==> src/rtl/prs_pkg.sv <==
`default_nettype none

package prs_pkg;

  // Table geometry.
  localparam int unsigned DEPTH  = 16;
  localparam int unsigned AW     = $clog2(DEPTH);
  localparam int unsigned IDX_W  = 4;
  localparam int unsigned SPAN_W = (AW > IDX_W) ? AW : IDX_W;

  // Number formats.
  localparam int unsigned W_W    = 32;
  localparam int unsigned FRAC_W = 16;
  localparam int unsigned SUM_W  = W_W + 1 + AW;

  // One in Q16.16, with a spare carry bit for the saturating add.
  localparam logic [W_W:0] DEP_ONE = (W_W + 1)'(1) << FRAC_W;

  // Operation codes carried in tuser.
  typedef enum logic [1:0] {
    OP_SAMPLE  = 2'd0,
    OP_DECAY   = 2'd1,
    OP_DEPOSIT = 2'd2
  } op_e;

  // Configuration register indexes.
  typedef enum logic [1:0] {
    REG_MIN_INDEX   = 2'd0,
    REG_MAX_INDEX   = 2'd1,
    REG_DECAY       = 2'd2,
    REG_BASELINE    = 2'd3
  } cfg_reg_e;

  // Controls for the per-entry update unit.
  typedef struct packed {
    op_e                op;
    logic [IDX_W-1:0]   target;
    logic [FRAC_W-1:0]  decay_factor;
  } upd_ctrl_t;

endpackage

`default_nettype wire

==> src/rtl/pheromone_roulette_sampler.sv <==
`default_nettype none

// Pheromone roulette sampler. Holds sixteen Q16.16 weights in a table with
// one read and one write port and a registered read, and works on one
// operation at a time, walking the window min_index..max_index one entry per
// cycle. A decay or deposit beat reads, modifies and writes back each entry of
// the window, streaming through the table ports. A sample takes one pass to
// total the weights, a state to form the threshold with the multiplier, and a
// scan pass that stops at the chosen entry. The table starts cleared after
// reset through per-entry valid bits, so no clearing pass is needed.
// The result beat waits in an output register and does not block the next
// input beat unless a second sample finishes while it is still held.
module pheromone_roulette_sampler (
  input  logic        clk_i,
  input  logic        rst_ni,
  // Input beats.
  input  logic        s_axis_tvalid_i,
  output logic        s_axis_tready_o,
  input  logic [23:0] s_axis_tdata_i,   // [3:0] target_index, [19:4] random_fraction
  input  logic [1:0]  s_axis_tuser_i,   // [1:0] op
  // Result beats.
  output logic        m_axis_tvalid_o,
  input  logic        m_axis_tready_i,
  output logic [7:0]  m_axis_tdata_o,   // [3:0] chosen_index
  // Configuration writes.
  input  logic        cfg_valid_i,
  output logic        cfg_ready_o,
  input  logic [1:0]  cfg_index_i,
  input  logic [31:0] cfg_data_i
);

  localparam int unsigned Depth = prs_pkg::DEPTH;
  localparam int unsigned AW    = prs_pkg::AW;
  localparam int unsigned IdxW  = prs_pkg::IDX_W;
  localparam int unsigned WW    = prs_pkg::W_W;
  localparam int unsigned FW    = prs_pkg::FRAC_W;
  localparam int unsigned SumW  = prs_pkg::SUM_W;
  localparam int unsigned ProdW = SumW + FW;

  typedef enum logic [5:0] {
    ST_IDLE   = 6'b000001,
    ST_SUM    = 6'b000010,
    ST_THRESH = 6'b000100,
    ST_SCAN   = 6'b001000,
    ST_UPDATE = 6'b010000,
    ST_RESULT = 6'b100000
  } state_e;

  state_e state_q, state_d;

  // Configuration registers.
  logic [IdxW-1:0] cfg_min_q, cfg_max_q;
  logic [FW-1:0]   cfg_decay_q;
  logic [WW-1:0]   cfg_base_q;

  // Latched operation.
  prs_pkg::op_e    op_q, op_d;
  logic [IdxW-1:0] target_q, target_d;
  logic [FW-1:0]   frac_q, frac_d;
  logic [AW-1:0]   lo_q, lo_d, hi_q, hi_d;

  // Walk through the table.
  logic [AW-1:0]   ptr_q, ptr_d;
  logic            issue_done_q, issue_done_d;
  logic            rd_pend_q, rd_pend_d;
  logic            rd_last_q, rd_last_d;
  logic [AW-1:0]   rd_addr_q, rd_addr_d;
  logic [WW-1:0]   rdata_q;
  logic [WW-1:0]   mem_q [Depth];
  logic [Depth-1:0] vld_q;
  logic            mem_we;

  // Sampling arithmetic.
  logic [SumW-1:0] acc_q, acc_d;
  logic [SumW-1:0] thresh_q, thresh_d;
  logic [IdxW-1:0] chosen_q, chosen_d;
  logic [ProdW-1:0] thr_prod;
  logic [WW-1:0]   w_eff;
  logic [SumW-1:0] run;

  // Output register.
  logic            out_valid_q;
  logic [IdxW-1:0] out_data_q;
  logic            load_out;

  logic            in_accept;
  logic [IdxW-1:0] win_top;
  logic            win_empty;
  logic [WW-1:0]   upd_weight;
  prs_pkg::upd_ctrl_t upd_ctrl;

  assign s_axis_tready_o = (state_q == ST_IDLE);
  assign in_accept       = s_axis_tvalid_i && s_axis_tready_o;
  assign cfg_ready_o     = 1'b1;
  assign m_axis_tvalid_o = out_valid_q;
  assign m_axis_tdata_o  = {{(8 - IdxW){1'b0}}, out_data_q};

  // Window clipped to the table.
  assign win_top   = (32'(cfg_max_q) > Depth - 1) ? IdxW'(Depth - 1) : cfg_max_q;
  assign win_empty = (cfg_min_q > win_top);

  // Entries never written read as zero.
  assign w_eff    = vld_q[rd_addr_q] ? rdata_q : '0;
  assign run      = acc_q + SumW'(w_eff) + SumW'(cfg_base_q);
  assign thr_prod = ProdW'(acc_q) * ProdW'(frac_q);

  assign upd_ctrl = '{op: op_q, target: target_q, decay_factor: cfg_decay_q};

  prs_update u_update (
    .weight_i (w_eff),
    .addr_i   (rd_addr_q),
    .ctrl_i   (upd_ctrl),
    .weight_o (upd_weight)
  );

  // Sequencer.
  always_comb begin
    state_d      = state_q;
    op_d         = op_q;
    target_d     = target_q;
    frac_d       = frac_q;
    lo_d         = lo_q;
    hi_d         = hi_q;
    ptr_d        = ptr_q;
    issue_done_d = issue_done_q;
    rd_pend_d    = 1'b0;
    rd_last_d    = rd_last_q;
    rd_addr_d    = rd_addr_q;
    acc_d        = acc_q;
    thresh_d     = thresh_q;
    chosen_d     = chosen_q;
    load_out     = 1'b0;
    mem_we       = 1'b0;

    // Read issue, one entry per cycle while a pass runs.
    if ((state_q == ST_SUM || state_q == ST_SCAN || state_q == ST_UPDATE) &&
        !issue_done_q) begin
      rd_pend_d = 1'b1;
      rd_addr_d = ptr_q;
      rd_last_d = (ptr_q == hi_q);
      if (ptr_q == hi_q) begin
        issue_done_d = 1'b1;
      end else begin
        ptr_d = ptr_q + 1'b1;
      end
    end

    unique case (state_q)
      ST_IDLE: begin
        if (in_accept) begin
          op_d         = prs_pkg::op_e'(s_axis_tuser_i);
          target_d     = s_axis_tdata_i[3:0];
          frac_d       = s_axis_tdata_i[19:4];
          lo_d         = AW'(cfg_min_q);
          hi_d         = AW'(win_top);
          ptr_d        = AW'(cfg_min_q);
          issue_done_d = 1'b0;
          acc_d        = '0;
          case (prs_pkg::op_e'(s_axis_tuser_i)) inside
            prs_pkg::OP_SAMPLE: begin
              if (win_empty) begin
                chosen_d = cfg_max_q;
                state_d  = ST_RESULT;
              end else begin
                state_d  = ST_SUM;
              end
            end
            prs_pkg::OP_DECAY, prs_pkg::OP_DEPOSIT: begin
              if (!win_empty) begin
                state_d = ST_UPDATE;
              end
            end
            default: ;
          endcase
        end
      end
      ST_SUM: begin
        if (rd_pend_q) begin
          acc_d = run;
          if (rd_last_q) begin
            state_d = ST_THRESH;
          end
        end
      end
      ST_THRESH: begin
        thresh_d     = thr_prod[ProdW-1:FW];
        acc_d        = '0;
        ptr_d        = lo_q;
        issue_done_d = 1'b0;
        state_d      = ST_SCAN;
      end
      ST_SCAN: begin
        if (rd_pend_q) begin
          acc_d = run;
          if (run > thresh_q) begin
            chosen_d     = IdxW'(rd_addr_q);
            issue_done_d = 1'b1;
            rd_pend_d    = 1'b0;
            state_d      = ST_RESULT;
          end else if (rd_last_q) begin
            chosen_d = cfg_max_q;
            state_d  = ST_RESULT;
          end
        end
      end
      ST_UPDATE: begin
        if (rd_pend_q) begin
          mem_we = 1'b1;
          if (rd_last_q) begin
            state_d = ST_IDLE;
          end
        end
      end
      ST_RESULT: begin
        if (!out_valid_q || m_axis_tready_i) begin
          load_out = 1'b1;
          state_d  = ST_IDLE;
        end
      end
      default: state_d = ST_IDLE;
    endcase
  end

  // Control registers.
  always_ff @(posedge clk_i or negedge rst_ni) begin
    if (!rst_ni) begin
      state_q      <= ST_IDLE;
      issue_done_q <= 1'b1;
      rd_pend_q    <= 1'b0;
      vld_q        <= '0;
      out_valid_q  <= 1'b0;
    end else begin
      state_q      <= state_d;
      issue_done_q <= issue_done_d;
      rd_pend_q    <= rd_pend_d;
      if (mem_we) begin
        vld_q[rd_addr_q] <= 1'b1;
      end
      if (load_out) begin
        out_valid_q <= 1'b1;
      end else if (m_axis_tready_i) begin
        out_valid_q <= 1'b0;
      end
    end
  end

  // Configuration registers.
  always_ff @(posedge clk_i or negedge rst_ni) begin
    if (!rst_ni) begin
      cfg_min_q   <= IdxW'(0);
      cfg_max_q   <= IdxW'(15);
      cfg_decay_q <= FW'(58982);
      cfg_base_q  <= WW'(65536);
    end else if (cfg_valid_i) begin
      unique case (prs_pkg::cfg_reg_e'(cfg_index_i))
        prs_pkg::REG_MIN_INDEX: cfg_min_q   <= cfg_data_i[IdxW-1:0];
        prs_pkg::REG_MAX_INDEX: cfg_max_q   <= cfg_data_i[IdxW-1:0];
        prs_pkg::REG_DECAY:     cfg_decay_q <= cfg_data_i[FW-1:0];
        prs_pkg::REG_BASELINE:  cfg_base_q  <= cfg_data_i[WW-1:0];
      endcase
    end
  end

  // Payload registers.
  always_ff @(posedge clk_i) begin
    op_q      <= op_d;
    target_q  <= target_d;
    frac_q    <= frac_d;
    lo_q      <= lo_d;
    hi_q      <= hi_d;
    ptr_q     <= ptr_d;
    rd_last_q <= rd_last_d;
    rd_addr_q <= rd_addr_d;
    acc_q     <= acc_d;
    thresh_q  <= thresh_d;
    chosen_q  <= chosen_d;
    if (load_out) begin
      out_data_q <= chosen_q;
    end
  end

  // Weight table: registered read, write back of the modified entry.
  always_ff @(posedge clk_i) begin
    if (mem_we) begin
      mem_q[rd_addr_q] <= upd_weight;
    end
    rdata_q <= mem_q[ptr_q];
  end

  // Read data only arrives while a pass is running.
  a_pend_in_pass: assert property (@(posedge clk_i) disable iff (!rst_ni)
    rd_pend_q |-> (state_q == ST_SUM || state_q == ST_SCAN || state_q == ST_UPDATE))
    else $error("read data pending outside a table pass");

  // Only decay and deposit write the table.
  a_write_in_update: assert property (@(posedge clk_i) disable iff (!rst_ni)
    mem_we |-> (state_q == ST_UPDATE &&
                (op_q == prs_pkg::OP_DECAY || op_q == prs_pkg::OP_DEPOSIT)))
    else $error("table written outside an update pass");

  // Every entry touched lies inside the latched window.
  a_addr_in_window: assert property (@(posedge clk_i) disable iff (!rst_ni)
    rd_pend_q |-> (rd_addr_q >= lo_q && rd_addr_q <= hi_q))
    else $error("table access outside the window");

  // Once the last read of a pass is pending, issuing has stopped.
  a_last_stops_issue: assert property (@(posedge clk_i) disable iff (!rst_ni)
    (rd_pend_q && rd_last_q) |-> issue_done_q)
    else $error("reads continue past the end of the window");

  // A result beat appears only after a sample has finished.
  a_result_source: assert property (@(posedge clk_i) disable iff (!rst_ni)
    $rose(out_valid_q) |-> $past(state_q == ST_RESULT))
    else $error("result beat raised without a finished sample");

endmodule

`default_nettype wire

==> src/rtl/prs_update.sv <==
`default_nettype none

module prs_update (
  input  logic [prs_pkg::W_W-1:0] weight_i,
  input  logic [prs_pkg::AW-1:0]  addr_i,
  input  prs_pkg::upd_ctrl_t      ctrl_i,
  output logic [prs_pkg::W_W-1:0] weight_o
);

  localparam int unsigned SpanW = prs_pkg::SPAN_W;
  localparam int unsigned WW    = prs_pkg::W_W;
  localparam int unsigned FW    = prs_pkg::FRAC_W;

  logic [SpanW-1:0]  addr_ext;
  logic [SpanW-1:0]  tgt_ext;
  logic [SpanW-1:0]  gap;
  logic [WW:0]       term;
  logic [WW:0]       dep_sum;
  logic [WW+FW-1:0]  prod;

  // Distance from the deposit centre; the term halves with each step.
  assign addr_ext = SpanW'(addr_i);
  assign tgt_ext  = SpanW'(ctrl_i.target);
  assign gap      = (addr_ext >= tgt_ext) ? (addr_ext - tgt_ext) : (tgt_ext - addr_ext);
  assign term     = prs_pkg::DEP_ONE >> gap;
  assign dep_sum  = {1'b0, weight_i} + term;

  // Decay truncates weight times the Q0.16 factor back to Q16.16.
  assign prod = (WW + FW)'(weight_i) * (WW + FW)'(ctrl_i.decay_factor);

  always_comb begin
    case (ctrl_i.op)
      prs_pkg::OP_DECAY:   weight_o = prod[WW+FW-1:FW];
      prs_pkg::OP_DEPOSIT: weight_o = dep_sum[WW] ? {WW{1'b1}} : dep_sum[WW-1:0];
      default:             weight_o = weight_i;
    endcase
  end

endmodule

`default_nettype wire

==> config.mk <==
export PLATFORM = sky130hd
export DESIGN_NAME = pheromone_roulette_sampler
export DESIGN_NICKNAME = d
export VERILOG_FILES = /design/src/rtl/prs_pkg.sv /design/src/rtl/pheromone_roulette_sampler.sv /design/src/rtl/prs_update.sv
export SDC_FILE = /design/constraint.sdc
export NUM_CORES = 2
export LEC_CHECK = 0
export BUFFER_PORTS_ARGS = -buffer_cell sky130_fd_sc_hd__buf_4
export CAP_MARGIN = 20
export CELL_PAD_IN_SITES_DETAIL_PLACEMENT = 2
export CELL_PAD_IN_SITES_GLOBAL_PLACEMENT = 2
export CORE_ASPECT_RATIO = 1.2
export CORE_MARGIN = 2
export CORE_UTILIZATION = 45
export CTS_CLUSTER_DIAMETER = 100
export CTS_CLUSTER_SIZE = 24
export DETAILED_ROUTE_END_ITERATION = 8
export GPL_TIMING_DRIVEN = 0
export PLACE_DENSITY_LB_ADDON = 0.3
export SLEW_MARGIN = 10
export SYNTH_ARGS = -nofsm -noshare
export SYNTH_HDL_FRONTEND = slang
export SYNTH_SLANG_ARGS = --single-unit
==> constraint.sdc <==
create_clock -name clk_i -period 11.1 [get_ports clk_i]
set_input_delay 0.555 -clock clk_i [delete_from_list [all_inputs] [get_ports clk_i]]
set_output_delay 0.555 -clock clk_i [all_outputs]
set_load 0.02 [all_outputs]
==> metrics.log <==
INFO  metric run_status = finished clean
INFO  metric drv_cap = 0
INFO  metric max_freq = 0.0925 GHz
INFO  metric synth_enable_flop_cells = 629
INFO  metric chipWidth = 356 um
INFO  metric post_synth_simple_gate_area = 0.118
INFO  metric multiplexer_share_of_the_synthesized_area = 0.0531
INFO  metric die_height = 426 um
INFO  metric crit_family = compound AO/OA/AOI/OAI gates
INFO  metric yosysSeqAreaShare = 0.324
INFO  metric wl_per_cell = 32.7 um
INFO  metric detail_route.wirelength = 272000 um
INFO  metric count_of_different_cell_masters_after_synthesis = 94
INFO  metric setup_viol_count_final = 0
INFO  metric clock-skew-final = 0.0604 ns
INFO  metric adder_cell_area_share_of_the_yosys_netlist = 0.345
INFO  metric synthesis.instances = 6133
INFO  metric timing.setup.tns = 0 ns
INFO  metric final.min_clock_period = 10.81 ns
INFO  metric gpl.final_weighted_congestion = 0.935
INFO  metric postLayoutCoreUtil = 0.493
INFO  metric post_dr_vias_cell = 5.98
INFO  metric maxSlewViolCount = 0
INFO  metric rsz0062_at_grt = no
INFO  metric cp_common_cell = sky130_fd_sc_hd__a21oi_1
INFO  metric synth_compound_gate_area_share = 0.0628
INFO  metric floorplan.die_area = 152000 um2
INFO  metric pre_cts_ws = -1.04 ns
INFO  metric synth_top_family_by_area = adder cells
INFO  metric design.portCount = 76
INFO  metric count_of_final_hold_check_violations = 0
INFO  metric worst-path-max-fanout = 14
INFO  metric clock_transition_at_the_registers_of_the_reported_paths = 0.11 ns
INFO  metric worst_skew_pair.late_latency = 0.70 ns
INFO  metric maxSlewHeadroom = 0.193
INFO  metric floorplan.rows = 154
INFO  metric synth_commonest_cells = sky130_fd_sc_hd__inv_1 (1095), sky130_fd_sc_hd__fa_1 (940), sky130_fd_sc_hd__nand2_1 (895), sky130_fd_sc_hd__edfxtp_1 (629), sky130_fd_sc_hd__ha_1 (339)
INFO  metric drc_violation_count_after_routing = 0
INFO  metric core-area = 147000 um2
INFO  metric cp.arrival = 11.12 ns
INFO  metric layout_setup_ws = 0.292 ns
INFO  metric sink_count_of_the_clock_tree = 746
INFO  metric post-route-period-util = 0.974
INFO  metric vias_in_the_first_global_route = 58300
INFO  metric synth_flop_cell = sky130_fd_sc_hd__edfxtp_1
INFO  metric worst_setup_path_class = reg2reg
INFO  metric synthesis.area = 66800 um2
INFO  metric flow.area_growth_from_synthesis = 8.53%
INFO  metric synth_area_leader_cell = sky130_fd_sc_hd__edfxtp_1
INFO  metric crit_path_top_delay_cell = sky130_fd_sc_hd__and2_1
INFO  metric ys_warn_count = 0
INFO  metric grt_pass1_wl = 395000 um
INFO  metric tritoncts_buffer_count = 42
INFO  metric dr_total_vias = 49700
INFO  metric post_route_cells_drive_above_1_share = 0.0738
INFO  metric cts_htree_levels = 2
INFO  metric synth_top_area_share = 0.283
INFO  metric nets = 7667
INFO  metric critPathCaptureType = register
INFO  metric async_reset_ff_frac = 0.109
INFO  metric cts.root.buffer_cell = sky130_fd_sc_hd__clkbuf_16
INFO  metric overflow = 0
INFO  metric detail-route-antenna-nets = 0
INFO  metric critical-path-max-stage-delay = 0.70 ns
INFO  metric syn_avg_cell_area = 10.9 um2
INFO  metric clock_tree_from_tritoncts = done
INFO  metric yosysMostFrequentCell = sky130_fd_sc_hd__inv_1
INFO  metric post_synth_main_area_contributors = sky130_fd_sc_hd__edfxtp_1 (28%), sky130_fd_sc_hd__fa_1 (28%), sky130_fd_sc_hd__ha_1 (6.4%)
INFO  metric port_buffers = 66
INFO  metric gr-usage-all-layers = 0.362
INFO  metric tightestPinTransition = 1.21 ns
INFO  metric critical_path_buf_inv_count = 6
INFO  metric drt-initial-drc-count = 3829
INFO  metric final_design_area_no_fill = 72500 um2
INFO  metric postSynthRegisterBits = 746
INFO  metric cts_buffer_depth = 3
INFO  metric timing.critical_path.required = 11.41 ns
INFO  metric grt_start_max_net_pins = 82
INFO  metric first_pass_iters = 5
INFO  metric antenna_found_initial = 19
INFO  metric post_synth_xor_area_fraction = 0.0153
INFO  metric place_area = 70800 um2
INFO  metric post-dp-hpwl = 218000 um
INFO  metric holdCritPathClass = in2reg
INFO  metric cp-start-kind = register
INFO  metric start_util = 0.454
through the flow:
stage / instances / hold slack (ns)
5_1_grt: 8307 / 0.0298
3_3_place_gp: 8152 / 0.419
2_1_floorplan: 6136 / 0.259
6_report: 8315 / 0.0448
3_5_place_dp: 8216 / 0.415
4_1_cts: 8295 / 0.00463
what timing repair did:
item,4_1_cts,5_1_grt
pin swaps,1,0
setup endpoints to repair,403,162
resized for setup,12,0
hold endpoints to repair,3,24
hold buffers,3,1
setup buffers,1,4
worst paths after layout:
path                                        start             end  slack, ns  cells after the start
worst max-delay path                 rd_addr_q[0]     chosen_q[0]       0.29                     29
worst min-delay path            s_axis_tdata_i[2]     target_q[2]       0.04                      1
worst max register to register       rd_addr_q[0]     chosen_q[0]       0.29                     29
worst min register to register        chosen_q[0]   out_data_q[0]       0.46                      0
max in group asynchronous                  rst_ni  cfg_decay_q[5]      10.01                      3
min in group asynchronous                  rst_ni        vld_q[1]       0.34                      2
routing by layer:
| metal | part of all wire | wire, um | vias to the layer above | GRT usage |
|---|---|---|---|---|
| li1 | - | - | 20200 | - |
| met1 | 0.34 | 93200 | 26400 | 0.395 |
| met2 | 0.51 | 138000 | 2165 | 0.639 |
| met3 | 0.066 | 17900 | 942 | 0.0606 |
| met4 | 0.085 | 23200 | 14 | 0.257 |
| met5 | 0.00030 | 82 | - | 0 |
kinds of logic after synthesis:
logic type / Yosys count
buf+inv: 1434
flops: 746
fa+ha+maj: 1279
compound gates: 637
simple gates: 1659
mux: 259
other cells: 2
xor+xnor: 117
cells in the final DEF (no fill, tap or decap), types with 99 or more instances in the layout:
| cell | synthesis | routed |
|---|---|---|
| sky130_fd_sc_hd__o21ai_0 | 120 | 118 |
| sky130_fd_sc_hd__and2_1 | 223 | 222 |
| sky130_fd_sc_hd__nand2_1 | 895 | 895 |
| sky130_fd_sc_hd__a21oi_1 | 185 | 177 |
| sky130_fd_sc_hd__ha_1 | 339 | 339 |
| sky130_fd_sc_hd__and3_1 | 220 | 220 |
| sky130_fd_sc_hd__inv_1 | 1095 | 1095 |
| sky130_fd_sc_hd__mux2i_1 | 116 | 116 |
| sky130_fd_sc_hd__edfxtp_1 | 629 | 629 |
| sky130_fd_sc_hd__buf_4 | 6 | 99 |
| sky130_fd_sc_hd__clkbuf_1 | 301 | 307 |
| sky130_fd_sc_hd__fa_1 | 940 | 940 |
registers in the layout (all words and copies together) (netlist names), 6 cells and up:
name,count
mem_q,512
acc_q,37
rdata_q,32
frac_q,16
thresh_q,37
cfg_decay_q,16
state_q,6
cfg_base_q,32
vld_q,16
worst register-to-register path, delay by kind of cell, from the launching register on:
family / cells / cell delay, ns
buffers and inverters: 6 / 1.67
adders and majority gates: 3 / 1.23
AOI/OAI and AO/OA: 10 / 3.52
DFF: 1 / 0.52
and+or+nand+nor: 8 / 2.90
muxes: 2 / 0.63
final cells by class:
class,count,area [um2]
Antenna cell,8,20.0
Clock inverter,15,241
Inverter,1099,4130
Fill cell,14800,74500
Multi-Input combinational cell,3956,39900
Timing Repair Buffer,147,1600
Buffer,331,1290
Tap cell,1950,2440
Clock buffer,63,1160
Sequential cell,746,21700
Power is left out: the tool's default activity adds up to more than one toggle a clock period on the data nets, which glitch-free logic cannot reach.
